===== src/hw/rtl/atpt_pkg.sv =====
// atpt_pkg: shared types and constants of the averaged two-point temperature block.
// Used by atpt_ctrl, atpt_dp and the top level; depends on nothing.
package atpt_pkg;

    // Field and register widths
    localparam int CODE_W  = 16;
    localparam int COUNT_W = 8;
    localparam int SUM_W   = 24;
    localparam int TEMP_W  = 16;
    localparam int STAT_W  = 2;
    localparam int IDX_W   = 2;

    // Shared divider: 29-bit dividend covers 65535 * 8000, 16-bit divisor
    localparam int QUO_W     = 29;
    localparam int DIV_STEPS = QUO_W;
    localparam int STEP_W    = $clog2(DIV_STEPS);

    // Calibration line: 80 degrees span in hundredths, 30 degrees offset
    localparam int SCALE    = 8000;
    localparam int OFFSET   = 3000;
    localparam int TEMP_MAX = 32767;
    localparam int TEMP_MIN = -32768;

    // Register indexes
    localparam logic [IDX_W-1:0] REG_CAL_LOW      = 2'd0;
    localparam logic [IDX_W-1:0] REG_CAL_HIGH     = 2'd1;
    localparam logic [IDX_W-1:0] REG_SAMPLE_COUNT = 2'd2;

    // Result status codes
    localparam logic [STAT_W-1:0] STATUS_OK     = 2'd0;
    localparam logic [STAT_W-1:0] STATUS_SAT    = 2'd1;
    localparam logic [STAT_W-1:0] STATUS_CAL_EQ = 2'd2;

    // Commands from controller to datapath
    typedef struct packed {
        logic accept;     // take one sample into the batch
        logic step;       // one divider iteration
        logic mul;        // register (mean - cal_low) * SCALE
        logic load_div2;  // load divider with product and calibration span
        logic finish;     // restore sign, offset, saturate into the output register
    } dp_cmd_t;

    // Status from datapath to controller
    typedef struct packed {
        logic batch_close;  // the sample now offered closes the batch
    } dp_status_t;

endpackage


===== src/hw/rtl/atpt_dp.sv =====
// atpt_dp: datapath with config registers, batch accumulator, shared restoring
// divider, calibration multiplier and output register. Depends on atpt_pkg.
module atpt_dp #(
    parameter int SAMPLE_BITS = 16
) (
    input  logic                                 clk,
    input  logic                                 rst_n,
    input  logic                                 cfg_we,
    input  logic [atpt_pkg::IDX_W-1:0]           cfg_index,
    input  logic [atpt_pkg::CODE_W-1:0]          cfg_data,
    input  logic [atpt_pkg::CODE_W-1:0]          sample,
    input  atpt_pkg::dp_cmd_t                    cmd,
    output atpt_pkg::dp_status_t                 stat,
    output logic signed [atpt_pkg::TEMP_W-1:0]   temperature_centi,
    output logic [atpt_pkg::STAT_W-1:0]          status
);

    localparam int CODE_W = atpt_pkg::CODE_W;
    localparam int SUM_W  = atpt_pkg::SUM_W;
    localparam int QUO_W  = atpt_pkg::QUO_W;

    logic [CODE_W-1:0]              cal_low_reg, cal_high_reg;
    logic [atpt_pkg::COUNT_W-1:0]   count_reg;
    logic [SUM_W-1:0]               sum_reg;
    logic [atpt_pkg::COUNT_W-1:0]   taken_reg;
    logic [CODE_W-1:0]              rem_reg, div_reg;
    logic [QUO_W-1:0]               quo_reg;
    logic                           neg_reg;
    logic signed [31:0]             prod_reg;
    logic signed [atpt_pkg::TEMP_W-1:0] temp_reg;
    logic [atpt_pkg::STAT_W-1:0]    status_reg;

    logic [SAMPLE_BITS-1:0]         s_low;
    logic [SUM_W-1:0]               sum_inc;
    logic [atpt_pkg::COUNT_W-1:0]   taken_inc, target;
    logic                           close;
    logic [CODE_W:0]                trial;
    logic                           ge;
    logic [CODE_W-1:0]              rem_next;
    logic signed [CODE_W:0]         num, den, den_mag;
    logic signed [31:0]             prod_next, prod_mag;
    logic signed [31:0]             q_signed, t_val;
    logic signed [atpt_pkg::TEMP_W-1:0] temp_next;
    logic [atpt_pkg::STAT_W-1:0]    status_next;

    // Configuration registers
    always_ff @(posedge clk or negedge rst_n)
    begin
        if (!rst_n)
        begin
            cal_low_reg  <= '0;
            cal_high_reg <= '1;
            count_reg    <= atpt_pkg::COUNT_W'(10);
        end
        else if (cfg_we)
        begin
            unique case (cfg_index)
                atpt_pkg::REG_CAL_LOW:      cal_low_reg  <= cfg_data;
                atpt_pkg::REG_CAL_HIGH:     cal_high_reg <= cfg_data;
                atpt_pkg::REG_SAMPLE_COUNT: count_reg    <= cfg_data[atpt_pkg::COUNT_W-1:0];
                default:                    ;
            endcase
        end
    end

    // Batch bookkeeping: a zero count acts as one
    always_comb
    begin
        s_low     = sample[SAMPLE_BITS-1:0];
        sum_inc   = sum_reg + {{(SUM_W-SAMPLE_BITS){1'b0}}, s_low};
        taken_inc = taken_reg + atpt_pkg::COUNT_W'(1);
        target    = (count_reg == '0) ? atpt_pkg::COUNT_W'(1) : count_reg;
        close     = (taken_inc == '0) || (taken_inc >= target);
    end

    assign stat.batch_close = close;

    // Divider iteration: shift in the next dividend bit, subtract if it fits
    always_comb
    begin
        trial    = {rem_reg, quo_reg[QUO_W-1]};
        ge       = trial >= {1'b0, div_reg};
        rem_next = ge ? CODE_W'(trial - {1'b0, div_reg}) : trial[CODE_W-1:0];
    end

    // Calibration arithmetic: signed differences against cal_low
    always_comb
    begin
        num       = $signed({1'b0, quo_reg[CODE_W-1:0]}) - $signed({1'b0, cal_low_reg});
        den       = $signed({1'b0, cal_high_reg}) - $signed({1'b0, cal_low_reg});
        den_mag   = den[CODE_W] ? -den : den;
        prod_next = 32'(num) * 32'(atpt_pkg::SCALE);
        prod_mag  = prod_reg[31] ? -prod_reg : prod_reg;
    end

    // Restore the quotient sign, add the offset and saturate; equal calibration codes give zero and STATUS_CAL_EQ
    always_comb
    begin
        q_signed = neg_reg ? -$signed({3'b000, quo_reg}) : $signed({3'b000, quo_reg});
        t_val    = q_signed + 32'(atpt_pkg::OFFSET);
        if (den == '0)
        begin
            temp_next   = '0;
            status_next = atpt_pkg::STATUS_CAL_EQ;
        end
        else if (t_val > 32'(atpt_pkg::TEMP_MAX))
        begin
            temp_next   = atpt_pkg::TEMP_W'(atpt_pkg::TEMP_MAX);
            status_next = atpt_pkg::STATUS_SAT;
        end
        else if (t_val < 32'(atpt_pkg::TEMP_MIN))
        begin
            temp_next   = atpt_pkg::TEMP_W'(atpt_pkg::TEMP_MIN);
            status_next = atpt_pkg::STATUS_SAT;
        end
        else
        begin
            temp_next   = t_val[atpt_pkg::TEMP_W-1:0];
            status_next = atpt_pkg::STATUS_OK;
        end
    end

    // Accumulator state
    always_ff @(posedge clk or negedge rst_n)
    begin
        if (!rst_n)
        begin
            sum_reg   <= '0;
            taken_reg <= '0;
        end
        else if (cmd.accept)
        begin
            sum_reg   <= close ? '0 : sum_inc;
            taken_reg <= close ? '0 : taken_inc;
        end
    end

    // Divider, multiplier and output registers
    always_ff @(posedge clk)
    begin
        if (cmd.accept && close)
        begin
            rem_reg <= '0;
            quo_reg <= QUO_W'(sum_inc);
            div_reg <= {{(CODE_W-atpt_pkg::COUNT_W-1){1'b0}}, (taken_inc == '0), taken_inc};
        end
        else if (cmd.step)
        begin
            rem_reg <= rem_next;
            quo_reg <= {quo_reg[QUO_W-2:0], ge};
        end
        else if (cmd.load_div2)
        begin
            rem_reg <= '0;
            quo_reg <= prod_mag[QUO_W-1:0];
            div_reg <= den_mag[CODE_W-1:0];
            neg_reg <= prod_reg[31] ^ den[CODE_W];
        end
        if (cmd.mul)
            prod_reg <= prod_next;
        if (cmd.finish)
        begin
            temp_reg   <= temp_next;
            status_reg <= status_next;
        end
    end

    assign temperature_centi = temp_reg;
    assign status            = status_reg;

endmodule


===== src/hw/rtl/atpt_ctrl.sv =====
// atpt_ctrl: sequencer for batch accept, two divisions, multiply and result
// handoff; owns the output valid flag. Depends on atpt_pkg.
module atpt_ctrl (
    input  logic                 clk,
    input  logic                 rst_n,
    input  logic                 in_valid,
    output logic                 in_stall,
    output logic                 out_valid,
    input  logic                 out_stall,
    input  atpt_pkg::dp_status_t stat,
    output atpt_pkg::dp_cmd_t    cmd
);

    typedef enum logic [2:0] {
        ST_IDLE,
        ST_DIV1,
        ST_MUL,
        ST_LOAD2,
        ST_DIV2,
        ST_FIN
    } state_t;

    state_t                      state_reg, state_next;
    logic [atpt_pkg::STEP_W-1:0] cnt_reg, cnt_next;
    logic                        out_valid_reg, out_valid_next;
    logic                        last_step, out_free;

    assign last_step = (cnt_reg == atpt_pkg::STEP_W'(atpt_pkg::DIV_STEPS - 1));
    assign out_free  = !out_valid_reg || !out_stall;

    // Decode commands and next state
    always_comb
    begin
        cmd            = '0;
        state_next     = state_reg;
        cnt_next       = cnt_reg;
        out_valid_next = out_valid_reg && out_stall;
        unique case (state_reg)
            ST_IDLE:
            begin
                cmd.accept = in_valid;
                if (in_valid && stat.batch_close)
                begin
                    state_next = ST_DIV1;
                    cnt_next   = '0;
                end
            end
            ST_DIV1:
            begin
                cmd.step = 1'b1;
                cnt_next = cnt_reg + atpt_pkg::STEP_W'(1);
                if (last_step)
                    state_next = ST_MUL;
            end
            ST_MUL:
            begin
                cmd.mul    = 1'b1;
                state_next = ST_LOAD2;
            end
            ST_LOAD2:
            begin
                cmd.load_div2 = 1'b1;
                cnt_next      = '0;
                state_next    = ST_DIV2;
            end
            ST_DIV2:
            begin
                cmd.step = 1'b1;
                cnt_next = cnt_reg + atpt_pkg::STEP_W'(1);
                if (last_step)
                    state_next = ST_FIN;
            end
            ST_FIN:
            begin
                // hold the result until the output register is free
                if (out_free)
                begin
                    cmd.finish     = 1'b1;
                    out_valid_next = 1'b1;
                    state_next     = ST_IDLE;
                end
            end
            default:
                state_next = ST_IDLE;
        endcase
    end

    // State and registered outputs
    always_ff @(posedge clk or negedge rst_n)
    begin
        if (!rst_n)
        begin
            state_reg     <= ST_IDLE;
            cnt_reg       <= '0;
            out_valid_reg <= 1'b0;
        end
        else
        begin
            state_reg     <= state_next;
            cnt_reg       <= cnt_next;
            out_valid_reg <= out_valid_next;
        end
    end

    assign in_stall  = (state_reg != ST_IDLE);
    assign out_valid = out_valid_reg;

endmodule


===== src/hw/rtl/averaged_two_point_temperature.sv =====
// averaged_two_point_temperature: top level, averages sensor samples and maps
// the mean through two calibration codes. Depends on atpt_pkg, atpt_ctrl, atpt_dp.
//
//   channel  signals                       payload
//   in       in_valid / in_stall           sample
//   out      out_valid / out_stall         temperature_centi, status
//   cfg      cfg_we, cfg_index, cfg_data   cal_low, cal_high, sample_count
//
// A sample that does not close a batch is added to the running sum. A closing
// sample starts a conversion: the shared restoring divider runs 29 iterations for
// the mean and 29 for the calibration quotient, one bit per cycle.
// Reset sets the calibration codes to 0 and 65535, the count to 10, and empties
// the batch. in_stall is high while a conversion runs; a result waiting on
// out_stall holds the controller in its final step only.
module averaged_two_point_temperature #(
    parameter int SAMPLE_BITS = 16
) (
    input  logic                                 clk,
    input  logic                                 rst_n,
    input  logic                                 in_valid,
    output logic                                 in_stall,
    input  logic [atpt_pkg::CODE_W-1:0]          sample,
    output logic                                 out_valid,
    input  logic                                 out_stall,
    output logic signed [atpt_pkg::TEMP_W-1:0]   temperature_centi,
    output logic [atpt_pkg::STAT_W-1:0]          status,
    input  logic                                 cfg_we,
    input  logic [atpt_pkg::IDX_W-1:0]           cfg_index,
    input  logic [atpt_pkg::CODE_W-1:0]          cfg_data
);

    atpt_pkg::dp_cmd_t    dp_cmd;
    atpt_pkg::dp_status_t dp_stat;

    // Sequencer
    atpt_ctrl u_ctrl (
        .clk       (clk),
        .rst_n     (rst_n),
        .in_valid  (in_valid),
        .in_stall  (in_stall),
        .out_valid (out_valid),
        .out_stall (out_stall),
        .stat      (dp_stat),
        .cmd       (dp_cmd)
    );

    // Arithmetic and storage
    atpt_dp #(
        .SAMPLE_BITS (SAMPLE_BITS)
    ) u_dp (
        .clk               (clk),
        .rst_n             (rst_n),
        .cfg_we            (cfg_we),
        .cfg_index         (cfg_index),
        .cfg_data          (cfg_data),
        .sample            (sample),
        .cmd               (dp_cmd),
        .stat              (dp_stat),
        .temperature_centi (temperature_centi),
        .status            (status)
    );

    // Every accepted transaction is taken into the batch
    assert property (@(posedge clk) disable iff (!rst_n)
        in_valid && !in_stall |-> dp_cmd.accept)
        else $error("accepted sample not taken into batch");

    // A result is written only into a free output register
    assert property (@(posedge clk) disable iff (!rst_n)
        dp_cmd.finish |-> !out_valid || !out_stall)
        else $error("result overwrote a pending transaction");

    // The second division loads only right after the product is registered
    assert property (@(posedge clk) disable iff (!rst_n)
        dp_cmd.load_div2 |-> $past(dp_cmd.mul))
        else $error("divider loaded before product was ready");

    // A saturated result sits at one of the rails
    assert property (@(posedge clk) disable iff (!rst_n)
        out_valid && status == atpt_pkg::STATUS_SAT |->
            temperature_centi == 16'sh7FFF || temperature_centi == 16'sh8000)
        else $error("saturated status without a rail value");

endmodule

===== config.mk =====
export PLATFORM = sky130hd
export DESIGN_NAME = averaged_two_point_temperature
export DESIGN_NICKNAME = d
export VERILOG_FILES = /design/src/hw/rtl/atpt_pkg.sv /design/src/hw/rtl/atpt_dp.sv /design/src/hw/rtl/atpt_ctrl.sv /design/src/hw/rtl/averaged_two_point_temperature.sv
export SDC_FILE = /design/constraint.sdc
export NUM_CORES = 1
export LEC_CHECK = 0
export ABC_AREA = 1
export BUFFER_PORTS_ARGS = -buffer_cell sky130_fd_sc_hd__buf_2
export CORE_MARGIN = 2
export CORE_UTILIZATION = 58
export DETAILED_ROUTE_END_ITERATION = 12
export PLACE_DENSITY = 0.86
export SLEW_MARGIN = 15
export SYNTH_ARGS = -nofsm -noshare
export SYNTH_HDL_FRONTEND = slang
export SYNTH_SLANG_ARGS = --single-unit

===== constraint.sdc =====
create_clock -name clk -period 8.24 [get_ports clk]
set_clock_uncertainty 0.15 [all_clocks]
set_input_delay 0.824 -clock clk [delete_from_list [all_inputs] [get_ports clk]]
set_output_delay 0.824 -clock clk [all_outputs]
set_load 0.02 [all_outputs]

---- Word-level counts from Yosys, hierarchy flattened ----
Cells that the tools add are included.
storage, ports and cells
  word-level logic and storage cells ...... 110
  input bits .............................. 39
  output and inout bits ................... 20
  register bits ........................... 186
operators by class
  reduce and logical (&&, ||, !) cells .... 27
  add/sub/neg operators ................... 10
  mux-type cells .......................... 34
  bitwise logic cells ..................... 3
  order comparisons ....................... 4
  multipliers ............................. 1
  equality and inequality tests ........... 13
operators with widths
  operator                                              number
  two-way mux 29 bit                                    3
  two-way mux 16 bit                                    5
  two-way mux 24 bit                                    2
  subtractor 16 x 16 -> 17 bit                          2
  adder 32 x 13 -> 32 bit, second input constant        1
  > comparator 32 x 16 -> 1 bit, second input constant  1
  < comparator 32 x 16 -> 1 bit, second input constant  1
  two-way mux 32 bit                                    1
  negation 29 -> 32 bit                                 1
  negation 29 bit                                       1
  two-way mux 9 bit                                     3
  multiplier 17 x 8 -> 25 bit, second input constant    1
  adder 24 x 16 -> 24 bit                               1
  one-hot mux 3 bit (6 select lines)                    1
  >= comparator 17 x 16 -> 1 bit                        1
  zero test 17 bit                                      1
  zero test 8 bit                                       2
  two-way mux 8 bit                                     2
  negation 16 bit                                       1
  subtractor 16 bit                                     1
  two-way mux 15 bit                                    1
  one-hot mux 5 bit (3 select lines)                    1
  two-way mux 3 bit                                     4
  AND reduction 2 bit                                   6
  25 further kinds                                      48

---- Longest topological paths before layout ----
  word-level depth ........................ 7
  gate-level depth with buffers ........... 35
  mapped depth without buffers ............ 35

---- By module ----
A second synthesis with hierarchy kept.
unflattened totals
  cells, all modules ...................... 2,137
  area, all modules ....................... 16,619.7 um2
modules (own cells, without submodules)
  module     cells an instance  sequential area each (um2)  times used  area each (um2)
  atpt_dp    2,062              4,667.0                     1           16,052.9
  atpt_ctrl  75                 225.2                       1           566.8

---- Least setup slack after synthesis ----
Ideal clock, no wire load.
  path type ............................... register -> register
  start point ............................. register u_dp.quo_reg[2]
  end point ............................... register, netlist name u_dp.prod_reg[30]
  arrival time ............................ 6.017 ns
  library setup time ...................... 0.287 ns
  period minus slack after synthesis ...... 6.454 ns
  slack ................................... 1.786 ns
  cell stages (with the launch flop) ...... 33
  path through ............................ edfxtp_1 ha_1 a21o_1 a31oi_1 inv_1 a21oi_1 o21ai_0 xor2_1 inv_1 fa_1 inv_1 fa_1 inv_1 fa_1 inv_1 fa_1 inv_1 ha_1 a21oi_1 nand2_1 nand2_1 nand2_1 a21oi_1 o21ai_0 nand2_1 nand2_1 a21oi_1 inv_1 nand2_1 o211ai_1 a21boi_0 o21ai_0 xor2_1
between the ends
  word-level cells in the longest chain between the ends .. 2
ends and longest elaborated chain
  what                          line            text
  start: declaration            atpt_dp.sv:27   logic [QUO_W-1:0] quo_reg;
  start signal: assignment      atpt_dp.sv:144  quo_reg <= QUO_W'(sum_inc);
  start signal: assignment      atpt_dp.sv:150  quo_reg <= {quo_reg[QUO_W-2:0], ge};
  start signal: assignment      atpt_dp.sv:155  quo_reg <= prod_mag[QUO_W-1:0];
  subtractor 16 x 16 -> 17 bit  atpt_dp.sv:89   num = $signed({1'b0, quo_reg[CODE_W-1:0]}) - $signed({1'b0, cal_low_reg});
  multiplier 17 x 8 -> 25 bit   atpt_dp.sv:92   prod_next = 32'(num) * 32'(atpt_pkg::SCALE);
  named net u_dp.prod_next[30]  atpt_dp.sv:41   logic signed [31:0] prod_next, prod_mag;
The timed path passes the listed nets, and every way through them passes these cells.
A chain may end at the register's enable or synchronous reset.

---- Worst setup path after layout ----
  start point ............................. register u_dp.quo_reg[2]
  end point ............................... register u_dp.prod_reg[28] (data pin)
between the ends
  word-level cells in the longest chain between the ends .. 2
ends and longest elaborated chain
  what                          line            text
  subtractor 16 x 16 -> 17 bit  atpt_dp.sv:89
  multiplier 17 x 8 -> 25 bit   atpt_dp.sv:92
  named net u_dp.prod_next[28]  atpt_dp.sv:41
  end signal: assignment        atpt_dp.sv:160  prod_reg <= prod_next;
  end: declaration              atpt_dp.sv:29   logic signed [31:0] prod_reg;
The timed path passes the listed nets, and every way through them passes these cells.

==> metrics.txt <==
row count=between 60 and 70; Tcrit/Tclk final=between 80% and 90%; ys async rst share=43.8%; worst rel slew slack=24.8%; DP Wirelength=31600 µm; top post-synthesis cells by area=edfxtp_1, ha_1, nand2_1; dpl ws=~1.3 ns; CP max FO=6; I/O pins=59; Final #Nets=2430; Iter 0 DRT Violations=~1300; Die X=172 µm; Congestion Overflow GR=0; #FFs+latches synth=185; Compound-Gate Fraction of Synth Area=13.0%; TritonCTS clock tree=done; RSZ-0062 raised after global routing=no; number of flops mapped to enable cells by yosys=76; die height=about 170 µm; Fmax=144 MHz; Worst setup EP type=flip-flop; slowest CP cell=fa_1; setup violators final=0; H-tree depth=4; initial antenna violation count=0; max FFs per register=29; first-pass GRT wire length=between 60000 and 70000 µm; Synth Area in Adders=17.8%; vias in the first global route=13600; later-pin clock latency in the skew report=0.45 ns; Ys Warns=0; layout cells sized above 1=9.92%; crit path launch type=flip-flop; CP required=8.27 ns; Core Area=27900 µm²; CTS root buffer=clkbuf_16; number of diodes=0; IO buf count=58; Placer Congestion=0.955; drt total wl=40100 µm; Post-Synth XOR/XNOR Area=6.80%; clock slew at reported path FFs=0.09 ns; gr usage total=27.8%; largest net degree at the start of global routing=82; pin slew with the least headroom to its limit=between 1 and 1.5 ns; via count=14400; Hold Crit Class=flip-flop to flip-flop; Final Max Tran Viols=0; Netlist Area Pre-Place=about 16000 µm²; Sink Count=185; post_cts resized=0; # Post-CTS Setup Buffers=0; Post-CTS Hold Fix Bufs=0; critical setup path kind=flip-flop to flip-flop; largest family of logic cells by synthesized area=simple AND/OR/NAND/NOR gates; post-synthesis cell count=2144; DRC viols=0; antenna-violating nets left=0; Critical Path Most Common Cell=inv_1; arrival time worst endpoint=6.99 ns; clock buffer depth=2; Syn Nets=2380; Final Hold Fails=0; vias per inst=5.56; CTS buffer count=17; TNS Setup=0 ns; ys flop type=edfxtp_1; Initial Utilization=approximately 59%; # fillers=2315; status=complete, no violations; Yosys top cell area share=13.9%; Die Area=29800 µm²; area delta synth->final=7.77%; Max-Cap Viols=0; Simple-Gate Fraction of Synth Area=22.5%; syn avg cell area=7.68 µm²; multiplexer share of the synthesized area=0.0608%; Tmin final=6.96 ns; most numerous cell in the Yosys netlist=nand2_1; Avg WL per Cell=about 16 µm; Largest stage delay, worst path=0.56 ns; top cells by count, synth=nand2_1, inv_1, o21ai_0; drt pass-1 iters=6; Seq/Total Area, Yosys=between 20% and 30%; Cell variety after synth=59; Yosys top cell by area=edfxtp_1; Final WS setup=1.28 ns
[kinds of logic (layout without fill, tap and decap cells)]
| group | count (synthesis) | in the layout |
|---|---|---|
| other | 2 | 2 |
| XOR/XNOR | 127 | 127 |
| AO/OA/AOI/OAI | 372 | 372 |
| adder cells (fa/ha/maj) | 198 | 198 |
| AND/OR/NAND/NOR | 825 | 825 |
| buffers and inverters | 434 | 497 |
| multiplexers | 1 | 1 |
| flip-flops | 185 | 185 |
[path summary, 6_finish.rpt]
kind / endpoint / cells after the start / slack [ns] / startpoint
worst min-delay path: u_dp.rem_reg[7] / 2 / 0.34 / u_dp.rem_reg[7]
max in group asynchronous: u_dp.cal_low_reg[14] / 1 / 6.83 / rst_n
worst max-delay path: u_dp.prod_reg[28] / 32 / 1.28 / u_dp.quo_reg[2]
worst max register to register: u_dp.prod_reg[28] / 32 / 1.28 / u_dp.quo_reg[2]
min in group asynchronous: u_ctrl.cnt_reg[0] / 1 / 0.41 / rst_n
worst min register to register: u_dp.rem_reg[7] / 2 / 0.34 / u_dp.rem_reg[7]
[stage by stage]
step | instances | utilization, % | hold WS, ns | area [µm²]
2_1_floorplan | 2144 | - | 0.295 | 16500
3_3_place_gp | 2553 | 61.5 | 0.308 | 17100
3_5_place_dp | 2553 | 61.5 | 0.315 | 17100
4_1_cts | 2585 | 63.7 | 0.328 | 17700
5_1_grt | 2585 | 63.7 | 0.351 | 17700
6_report | 2585 | 63.7 | 0.336 | 17700
[per-layer routing]
| metal | track usage (%) | vias to the layer above | wire length, µm | part of all wire, % |
|---|---|---|---|---|
| met3 | 5.49 | 80 | 3130 | 7.8 |
| met2 | 45.4 | 523 | 18600 | 46 |
| met5 | 0 | - | 0 | 0 |
| met4 | 9.46 | 0 | 1030 | 2.6 |
| li1 | - | 7069 | - | - |
| met1 | 36.9 | 6701 | 17300 | 43 |
[critical path, delay by kind of cell, from the launching register on]
kind	cells	cell delay, ns
fa+ha+maj	6	2.81
compound gates	11	2.02
buf+inv	7	0.51
xor+xnor	2	0.31
simple gates	6	0.40
flops	1	0.51
[cell type report]
cell class / count / area (µm²) / share of cell area (%)
Timing Repair Buffer: 68 / 368 / 2.07
Clock buffer: 17 / 425 / 2.40
Inverter: 397 / 1490 / 8.40
Multi-Input combinational cell: 1525 / 9910 / 55.8
Clock inverter: 15 / 188 / 1.06
Sequential cell: 185 / 4890 / 27.6
Tap cell: 378 / 473 / 2.66
[cells in the final DEF (no fill, tap or decap), types with 22 or more instances in the layout]
cell and n:
a21oi_1 107, buf_2 57, dfrtp_1 63, dfxtp_1 28
edfxtp_1 76, fa_1 60, ha_1 137, inv_1 383
nand2_1 451, nand2_2 36, nand3_1 112, nand4_1 22
nor2_1 119, o21ai_0 155, xnor2_1 29, xor2_1 97
Power is left out: the tool's default activity adds up to more than one toggle a clock period on the data nets, which glitch-free logic cannot reach.
